File: src/pbci_pkg.sv
`timescale 1ns / 1ps
// ----------------------------------------------------------------------------
// pbci_pkg
// Shared types and constants for the pixel brightness / contrast / invert unit.
// ----------------------------------------------------------------------------
package pbci_pkg;

    localparam int PIX_W                 = 8;
    localparam int TDATA_W               = 32;
    localparam int CFG_ADDR_W            = 2;
    localparam int CFG_DATA_W            = 8;
    localparam int NUM_LANES             = 3;
    localparam int DEF_FACTOR_FRAC_BITS  = 16;

    // Register indexes of the configuration port.
    localparam logic [CFG_ADDR_W-1:0] REG_BRIGHTNESS = 2'd0;
    localparam logic [CFG_ADDR_W-1:0] REG_CONTRAST   = 2'd1;
    localparam logic [CFG_ADDR_W-1:0] REG_INVERT     = 2'd2;

    // floor(t / 25) == (t * DIV25_MUL) >> DIV25_SHIFT for every 13-bit t up to 6375.
    localparam logic [12:0] DIV25_MUL   = 13'd5243;
    localparam int          DIV25_SHIFT = 17;

    // Per-stage advance strobes of the lane pipeline.
    typedef struct packed {
        logic s1;
        logic s2;
        logic s3;
    } stage_en_t;

    // Brightness terms shared by all lanes: y = (base + x * scale) / 200.
    typedef struct packed {
        logic [14:0] base;
        logic [7:0]  scale;
    } bright_t;

    // Saturate a signed percent setting to -100..100.
    function automatic logic signed [7:0] sat_pct(input logic signed [7:0] v);
        logic signed [7:0] r;
        r = v;
        if (v > 8'sd100) begin
            r = 8'sd100;
        end else if (v < -8'sd100) begin
            r = -8'sd100;
        end
        return r;
    endfunction

endpackage

File: src/pbci_factor_div.sv
`timescale 1ns / 1ps
// ----------------------------------------------------------------------------
// pbci_factor_div
// Restoring divider that forms the contrast factor 259(c+100)/(25900-255c)
// in unsigned fixed point, one quotient bit per cycle.
// ----------------------------------------------------------------------------
module pbci_factor_div #(
    parameter int FACTOR_FRAC_BITS = pbci_pkg::DEF_FACTOR_FRAC_BITS
) (
    input  logic                                aclk,
    input  logic                                aresetn,
    input  logic                                start,
    input  logic [pbci_pkg::CFG_DATA_W-1:0]     contrast,
    output logic [FACTOR_FRAC_BITS+7:0]         factor,
    output logic                                factor_valid
);
    import pbci_pkg::*;

    localparam int FW = FACTOR_FRAC_BITS + 8;
    localparam int CW = $clog2(FW + 1);

    logic                 busy_reg, busy_next;
    logic [CW-1:0]        cnt_reg, cnt_next;
    logic [15:0]          rem_reg, rem_next;
    logic [FW-1:0]        dvd_reg, dvd_next;
    logic [FW-1:0]        quo_reg, quo_next;
    logic [15:0]          den_reg, den_next;
    logic [FW-1:0]        factor_reg, factor_next;

    logic signed [7:0]    c_sat;
    logic [7:0]           c_plus;
    logic [7:0]           c_minus;
    logic [15:0]          num;
    logic [16:0]          trial;
    logic                 qbit;

    always_comb begin
        c_sat   = sat_pct($signed(contrast));
        c_plus  = 8'($signed({c_sat[7], c_sat}) + 9'sd100);
        c_minus = 8'(8'd200 - c_plus);
        num     = 16'(c_plus) * 16'd259;

        trial = {rem_reg, dvd_reg[FW-1]};
        qbit  = (trial >= {1'b0, den_reg});

        busy_next   = busy_reg;
        cnt_next    = cnt_reg;
        rem_next    = rem_reg;
        dvd_next    = dvd_reg;
        quo_next    = quo_reg;
        den_next    = den_reg;
        factor_next = factor_reg;

        if (start) begin
            // The numerator's top byte is always below the divisor, so it
            // seeds the remainder and only FW quotient bits remain.
            busy_next = 1'b1;
            cnt_next  = CW'(FW);
            rem_next  = {8'd0, num[15:8]};
            dvd_next  = {num[7:0], {FACTOR_FRAC_BITS{1'b0}}};
            quo_next  = '0;
            den_next  = 16'(c_minus) * 16'd255 + 16'd400;
        end else if (busy_reg) begin
            rem_next = qbit ? 16'(trial - {1'b0, den_reg}) : trial[15:0];
            dvd_next = {dvd_reg[FW-2:0], 1'b0};
            quo_next = {quo_reg[FW-2:0], qbit};
            cnt_next = cnt_reg - CW'(1);
            if (cnt_reg == CW'(1)) begin
                busy_next   = 1'b0;
                factor_next = quo_next;
            end
        end
    end

    always_ff @(posedge aclk) begin
        if (!aresetn) begin
            busy_reg   <= 1'b0;
            cnt_reg    <= '0;
            factor_reg <= FW'(1) << FACTOR_FRAC_BITS;
        end else begin
            busy_reg   <= busy_next;
            cnt_reg    <= cnt_next;
            factor_reg <= factor_next;
        end
    end

    always_ff @(posedge aclk) begin
        rem_reg <= rem_next;
        dvd_reg <= dvd_next;
        quo_reg <= quo_next;
        den_reg <= den_next;
    end

    assign factor       = factor_reg;
    assign factor_valid = !busy_reg;

endmodule

File: src/pbci_lane.sv
`timescale 1ns / 1ps
// ----------------------------------------------------------------------------
// pbci_lane
// One color channel: brightness blend, divide by 200, contrast product.
// ----------------------------------------------------------------------------
module pbci_lane #(
    parameter int FACTOR_FRAC_BITS = pbci_pkg::DEF_FACTOR_FRAC_BITS
) (
    input  logic                                aclk,
    input  pbci_pkg::stage_en_t                 en,
    input  logic [pbci_pkg::PIX_W-1:0]          pix_in,
    input  pbci_pkg::bright_t                   bright,
    input  logic [FACTOR_FRAC_BITS+7:0]         factor,
    output logic signed [FACTOR_FRAC_BITS+18:0] prod_out
);
    import pbci_pkg::*;

    localparam int FW = FACTOR_FRAC_BITS + 8;
    localparam int PW = FW + 11;

    logic [15:0]          sum_reg, sum_next;
    logic [7:0]           y_reg, y_next;
    logic signed [PW-1:0] prod_reg, prod_next;

    logic [12:0]          sum_div8;
    logic [25:0]          recip;
    logic signed [FW:0]   factor_s;
    logic signed [8:0]    centered;

    always_comb begin
        sum_next = 16'(bright.base) + 16'(pix_in) * 16'(bright.scale);

        // sum / 200 == (sum / 8) / 25
        sum_div8 = sum_reg[15:3];
        recip    = 26'(sum_div8) * 26'(DIV25_MUL);
        y_next   = 8'(recip >> DIV25_SHIFT);

        factor_s  = $signed({1'b0, factor});
        centered  = $signed({1'b0, y_reg}) - 9'sd128;
        prod_next = PW'(factor_s) * PW'(centered);
    end

    always_ff @(posedge aclk) begin
        if (en.s1) begin
            sum_reg <= sum_next;
        end
        if (en.s2) begin
            y_reg <= y_next;
        end
        if (en.s3) begin
            prod_reg <= prod_next;
        end
    end

    assign prod_out = prod_reg;

endmodule

File: src/pbci_merge.sv
`timescale 1ns / 1ps
// ----------------------------------------------------------------------------
// pbci_merge
// Finishes the contrast step of every lane (offset, clamp, invert), joins
// the channels with alpha (or 255) and holds the result in the output register.
// ----------------------------------------------------------------------------
module pbci_merge #(
    parameter int FACTOR_FRAC_BITS = pbci_pkg::DEF_FACTOR_FRAC_BITS
) (
    input  logic                                aclk,
    input  logic                                aresetn,
    input  logic                                en_out,
    input  logic                                in_valid,
    input  logic signed [FACTOR_FRAC_BITS+18:0] prod [pbci_pkg::NUM_LANES],
    input  logic [pbci_pkg::PIX_W-1:0]          alpha,
    input  logic                                neutral,
    input  logic                                invert,
    output logic                                m_tvalid,
    output logic [pbci_pkg::TDATA_W-1:0]        m_tdata
);
    import pbci_pkg::*;

    localparam int FW = FACTOR_FRAC_BITS + 8;
    localparam int PW = FW + 11;
    localparam logic signed [PW-1:0] BIAS = PW'(128) <<< FACTOR_FRAC_BITS;
    localparam logic signed [PW-1:0] TOP  = PW'(255) <<< FACTOR_FRAC_BITS;

    logic                     valid_reg;
    logic [TDATA_W-1:0]       data_reg, data_next;
    logic signed [PW-1:0]     level [NUM_LANES];
    logic [PIX_W-1:0]         chan  [NUM_LANES];

    always_comb begin
        for (int i = 0; i < NUM_LANES; i++) begin
            level[i] = prod[i] + BIAS;
            if (level[i] < 0) begin
                chan[i] = '0;
            end else if (level[i] >= TOP) begin
                chan[i] = 8'd255;
            end else begin
                chan[i] = level[i][FACTOR_FRAC_BITS +: PIX_W];
            end
            if (invert) begin
                chan[i] = 8'd255 - chan[i];
            end
        end
        // With neutral settings the color path is an identity; only alpha differs.
        data_next = {chan[2], chan[1], chan[0], (neutral ? alpha : 8'd255)};
    end

    always_ff @(posedge aclk) begin
        if (!aresetn) begin
            valid_reg <= 1'b0;
        end else if (en_out) begin
            valid_reg <= in_valid;
        end
    end

    always_ff @(posedge aclk) begin
        if (en_out && in_valid) begin
            data_reg <= data_next;
        end
    end

    assign m_tvalid = valid_reg;
    assign m_tdata  = data_reg;

endmodule

File: src/pixel_brightness_contrast_invert_unit.sv
`timescale 1ns / 1ps
// ----------------------------------------------------------------------------
// pixel_brightness_contrast_invert_unit
// Adjusts brightness and contrast of an ARGB pixel stream and optionally
// inverts the color channels.
// ----------------------------------------------------------------------------
// Usage:
// Pixels enter on the s_ stream and leave on the m_ stream, one result per
// input, in order. Red, green and blue run in three parallel lanes; the
// merge stage clamps, inverts and rejoins them with alpha.
// Each pixel passes four register stages, the first loaded at the transfer
// edge, before m_tvalid; while m_tready stays high and no divide runs, the
// unit takes one pixel per clock. Each pipeline stage advances when the
// stage after it is empty or moving, so bubbles are squeezed out and input
// is still taken while a finished pixel waits on m_tready.
// Settings are written through cfg_we/cfg_addr/cfg_wdata while the stream is
// idle. A write to contrast starts the factor divider, which works out
// FACTOR_FRAC_BITS + 8 quotient bits (24 at the default); s_tready stays low
// until it finishes.
// Reset clears the settings to neutral, sets the factor to one and empties
// the pipeline. When the receiver stalls, the output register holds its
// transfer and the stages behind it fill up before s_tready drops.
// ----------------------------------------------------------------------------
module pixel_brightness_contrast_invert_unit #(
    parameter int FACTOR_FRAC_BITS = pbci_pkg::DEF_FACTOR_FRAC_BITS
) (
    input  logic                                aclk,
    input  logic                                aresetn,
    // Input stream
    input  logic                                s_tvalid,
    output logic                                s_tready,
    input  logic [pbci_pkg::TDATA_W-1:0]        s_tdata,   // alpha_in, red_in, green_in, blue_in
    // Result stream
    output logic                                m_tvalid,
    input  logic                                m_tready,
    output logic [pbci_pkg::TDATA_W-1:0]        m_tdata,   // alpha_out, red_out, green_out, blue_out
    // Configuration
    input  logic                                cfg_we,
    input  logic [pbci_pkg::CFG_ADDR_W-1:0]     cfg_addr,
    input  logic [pbci_pkg::CFG_DATA_W-1:0]     cfg_wdata
);
    import pbci_pkg::*;

    localparam int FW = FACTOR_FRAC_BITS + 8;
    localparam int PW = FW + 11;

    logic signed [7:0]    brightness_reg;
    logic signed [7:0]    contrast_reg;
    logic                 invert_reg;

    logic                 v1_reg, v2_reg, v3_reg;
    logic [PIX_W-1:0]     a1_reg, a2_reg, a3_reg;

    stage_en_t            en;
    logic                 en_out;
    logic                 s_fire;
    logic                 factor_valid;
    logic [FW-1:0]        factor;
    logic                 div_start;
    logic                 neutral;

    logic signed [7:0]    b_sat;
    logic [6:0]           b_mag;
    bright_t              bright;

    logic signed [PW-1:0] prod [NUM_LANES];

    // Settings
    always_ff @(posedge aclk) begin
        if (!aresetn) begin
            brightness_reg <= '0;
            contrast_reg   <= '0;
            invert_reg     <= 1'b0;
        end else if (cfg_we) begin
            unique case (cfg_addr)
                REG_BRIGHTNESS: brightness_reg <= $signed(cfg_wdata);
                REG_CONTRAST:   contrast_reg   <= $signed(cfg_wdata);
                REG_INVERT:     invert_reg     <= cfg_wdata[0];
                default: ;
            endcase
        end
    end

    assign div_start = cfg_we && (cfg_addr == REG_CONTRAST);
    assign neutral   = (brightness_reg == 8'sd0) && (contrast_reg == 8'sd0) && !invert_reg;

    always_comb begin
        b_sat        = sat_pct(brightness_reg);
        b_mag        = b_sat[7] ? 7'(-b_sat) : 7'(b_sat);
        bright.scale = 8'(8'd200 - 8'(b_mag));
        bright.base  = (b_sat > 8'sd0) ? 15'(b_mag) * 15'd255 : 15'd0;
    end

    // Pipeline control
    always_comb begin
        en_out   = !m_tvalid || m_tready;
        en.s3    = !v3_reg || en_out;
        en.s2    = !v2_reg || en.s3;
        en.s1    = !v1_reg || en.s2;
        s_tready = en.s1 && factor_valid;
        s_fire   = s_tvalid && s_tready;
    end

    always_ff @(posedge aclk) begin
        if (!aresetn) begin
            v1_reg <= 1'b0;
            v2_reg <= 1'b0;
            v3_reg <= 1'b0;
        end else begin
            if (en.s1) begin
                v1_reg <= s_fire;
            end
            if (en.s2) begin
                v2_reg <= v1_reg;
            end
            if (en.s3) begin
                v3_reg <= v2_reg;
            end
        end
    end

    always_ff @(posedge aclk) begin
        if (en.s1) begin
            a1_reg <= s_tdata[PIX_W-1:0];
        end
        if (en.s2) begin
            a2_reg <= a1_reg;
        end
        if (en.s3) begin
            a3_reg <= a2_reg;
        end
    end

    pbci_factor_div #(
        .FACTOR_FRAC_BITS (FACTOR_FRAC_BITS)
    ) u_div (
        .aclk         (aclk),
        .aresetn      (aresetn),
        .start        (div_start),
        .contrast     (cfg_wdata),
        .factor       (factor),
        .factor_valid (factor_valid)
    );

    for (genvar g = 0; g < NUM_LANES; g++) begin : g_lane
        pbci_lane #(
            .FACTOR_FRAC_BITS (FACTOR_FRAC_BITS)
        ) u_lane (
            .aclk     (aclk),
            .en       (en),
            .pix_in   (s_tdata[(g+1)*PIX_W +: PIX_W]),
            .bright   (bright),
            .factor   (factor),
            .prod_out (prod[g])
        );
    end

    pbci_merge #(
        .FACTOR_FRAC_BITS (FACTOR_FRAC_BITS)
    ) u_merge (
        .aclk     (aclk),
        .aresetn  (aresetn),
        .en_out   (en_out),
        .in_valid (v3_reg),
        .prod     (prod),
        .alpha    (a3_reg),
        .neutral  (neutral),
        .invert   (invert_reg),
        .m_tvalid (m_tvalid),
        .m_tdata  (m_tdata)
    );

endmodule

File: config.mk
export PLATFORM = sky130hd
export DESIGN_NAME = pixel_brightness_contrast_invert_unit
export DESIGN_NICKNAME = d
export VERILOG_FILES = /design/src/pbci_pkg.sv /design/src/pbci_factor_div.sv /design/src/pbci_lane.sv /design/src/pbci_merge.sv /design/src/pixel_brightness_contrast_invert_unit.sv
export SDC_FILE = /design/constraint.sdc
export NUM_CORES = 2
export LEC_CHECK = 0
export ABC_AREA = 1
export BUFFER_PORTS_ARGS = -buffer_cell sky130_fd_sc_hd__buf_2
export CAP_MARGIN = 20
export CORE_MARGIN = 5
export CORE_UTILIZATION = 60
export DETAILED_ROUTE_END_ITERATION = 8
export MAX_ROUTING_LAYER = met4
export PLACE_DENSITY = 0.82
export SYNTH_ARGS = -nofsm -noshare
export SYNTH_HDL_FRONTEND = slang
export SYNTH_SLANG_ARGS = --single-unit
File: constraint.sdc
create_clock -name aclk -period 8.4 [get_ports aclk]
set_input_delay 1.68 -clock aclk [delete_from_list [all_inputs] [get_ports aclk]]
set_output_delay 1.68 -clock aclk [all_outputs]
set_load 0.02 [all_outputs]
==> run_results.csv <==
group,metric,value,unit
worst_setup_path,critPathMaxFanout,4,
synth,netlist_area,57200,um2
synth,synth_top_area_share,0.292,
sta,max_freq,118,MHz
floorplan,io_pins,81,
synth,synth_top_area_cell,"fa_1",
sta,fin_ws,-0.0516,ns
floorplan,rows,113,
synth,synth_cell_types,60,
synth,syn_nets,8473,
routing,wl_per_cell,16.5,um
layout,drive_gt1_frac,0.0723,
synth,ys_seq_area_frac,0.162,
sta,setup_viol,4,
synth,synth_enable_flop_cells,253,
clock_network,htreeDepth,2,
place,io_buffers,80,
sta,timing.hold.ws,0.410,ns
synth,ys_seq_elements,335,
clock_network,clk_path_buf_depth,3,
sta,worstMarginPinSlew,1.15,ns
layout,nNetsFinal,8564,
floorplan,initial_core_util,0.603,
clock_network,tritoncts,"built",
clock_network,holdBufCountCts,0,
sta,finalCriticalPeriod,8.45,ns
synth,synthFlopType,"edfxtp_1",
worst_setup_path,required,8.75,ns
layout,regArea,9240,um2
place,gp_congestion,0.962,
clock_network,cts_root_buffer,"clkbuf_16",
sta,hold_viol,0,
worst_setup_path,crit_path_end_kind,"register",
run_status,status,"finished, violations left",
synth,syn_area_per_cell,8.37,um2
layout,finalNonFillerCells,8209,
floorplan,core,94700,um2
global_routing,antenna_found_initial,2,
floorplan,die_area,102000,um2
layout,syn_to_final_growth,7.52,%
clock_network,cts-buffers-inserted,40,
routing,via_count,44494,
floorplan,die_h,319,um
global_routing,track_usage,0.275,
synth,async_reset_ff_frac,0,
routing,vias_per_cell,5.42,
layout,multi_input_area,41300,um2
floorplan,die_w,319,um
global_routing,grt_pass1_vias,46742,
synth,netlist_instances,6827,
place,dp_hpwl,110000,um
worst_setup_path,cp.arrival,8.80,ns
flow_run,maxCapViolCount,0,
sta,slew_headroom,0.232,
worst_setup_path,crit_path_frequent_cell,"inv_2",
global_routing,grt-ovfl-total,0,
sta,period_share,1.01,
routing,drc,0,
routing,firstDrtPassIters,6,
synth,yosys-top-cells-area,"fa_1 (29%), ha_1 (17%), edfxtp_1 (13%)",
sta,skew,0.0480,ns
routing,drtIter0Drc,2919,
place,dp.cells,8126,
layout,fillers,7588,
clock_network,clk_pin_slew,0.06,ns
layout,largest_reg_flops,102,
worst_setup_path,critPathSlowestCell,"fa_1",
synth,ys_warn_count,0,
sta,final_max_slew_viol_count,0,
worst_setup_path,cp-start-kind,"register",
global_routing,grt_pass1_wl,226000,um
routing,postRouteAntennaNets,0,
worst_setup_path,path_class,"reg -> reg",
layout,fin_util,0.649,
sta,rsz0062_at_grt,"yes",
global_routing,grt_max_degree,71,
run_status,violations,"negative setup slack",
routing,wirelength,135000,um
worst_setup_path,critPathMaxStageDelay,0.58,ns
hold_path,hold_path_class,"reg -> reg",
clock_network,cts.sinks,335,
clock_network,clock_latency,0.61,ns
==> metal layers <==
layer,global-route usage,wire [um]
met5,-,0
met4,0.110,6700
met3,0.0285,7850
met2,0.468,66400
met1,0.339,54400
==> critical path: cells and delay by family, from the launching register on <==
family / cells / cell delay, ns
xor gates and xnor gates: 2 / 0.32
DFF: 1 / 0.32
adders and majority gates: 12 / 5.19
AOI/OAI and AO/OA: 5 / 0.79
and+or+nand+nor: 10 / 0.86
buffers and inverters: 11 / 0.76
==> synth_stat cells (all sizes together), types with 82 or more instances <==
cell type	number
fa	833
dfxtp	82
ha	766
inv	1728
xor2	132
edfxtp	253
o21ai	182
nand3	244
clkbuf	152
a21oi	270
nor2	372
nand2	1418
==> worst paths after layout <==
check,slack (ns),from,to,depth (start not counted)
max,-0.05,brightness_reg[4],g_lane[2].u_lane.sum_reg[14],40
max reg2reg,-0.05,brightness_reg[4],g_lane[2].u_lane.sum_reg[14],40
min reg2reg,0.41,a2_reg[3],a3_reg[3],0
min,0.41,a2_reg[3],a3_reg[3],0
==> cells by family after synthesis <==
family | count (synthesis) | share of synthesized area
simple gates | 2196 | 0.162
buf+inv | 1908 | 0.127
fa+ha+maj | 1599 | 0.459
compound gates | 596 | 0.0596
flops | 335 | 0.162
xor+xnor | 193 | 0.0300
==> what timing repair did <==
item | 4_1_cts | 5_1_grt
resized for setup | 22 | 128
setup buffers | 4 | 12
endpoints found under the setup margin | 20 | 27
pin swaps | 9 | 77
==> layout by cell type, fill, tap and decap left out, drive strengths merged, types with 2 or more instances in the layout <==
| cell type | instances |
|---|---|
| inv | 1729 |
| nand3 | 244 |
| a31oi | 18 |
| nor2 | 372 |
| a22oi | 22 |
| diode | 2 |
| clkbuf | 47 |
| xnor2 | 61 |
| a31o | 2 |
| or2 | 5 |
| nor4 | 23 |
| nor3b | 4 |
| o21ai | 182 |
| edfxtp | 253 |
| fa | 833 |
| a21boi | 11 |
| xor2 | 132 |
| nand2 | 1418 |
| a21oi | 270 |
| nor3 | 48 |
| o21bai | 26 |
| dfxtp | 82 |
| a21o | 22 |
| clkinv | 17 |
| bufinv | 4 |
| buf | 225 |
| ha | 766 |
| nand3b | 13 |
| and2 | 2 |
| o2111ai | 10 |
| o31ai | 6 |
| o211ai | 10 |
| o21a | 6 |
| nand4 | 67 |
| a221oi | 5 |
| a211oi | 4 |
==> final cells by class <==
| class | instances | area share |
|---|---|---|
| sequential | 335 | 0.150 |
| multi-input combinational | 4584 | 0.672 |
| timing repair buffer | 225 | 0.0249 |
| antenna | 2 | 0.0000814 |
| tap | 1265 | 0.0258 |
| clock inverter | 19 | 0.00342 |
| clock buffer | 47 | 0.0172 |
| inverter | 1732 | 0.106 |
==> per-stage QoR <==
step	setup TNS, ns	area [um2]	setup slack, ns
2_1_floorplan	0	57200	0.00731
3_3_place_gp	-0.309	59400	-0.0757
3_5_place_dp	-2.34	59400	-0.240
4_1_cts	0	60800	0.000671
5_1_grt	-5.44	61500	-0.345
6_report	-0.167	61500	-0.0516
Power is left out: the tool's default activity adds up to more than one toggle a clock period on the data nets, which glitch-free logic cannot reach.
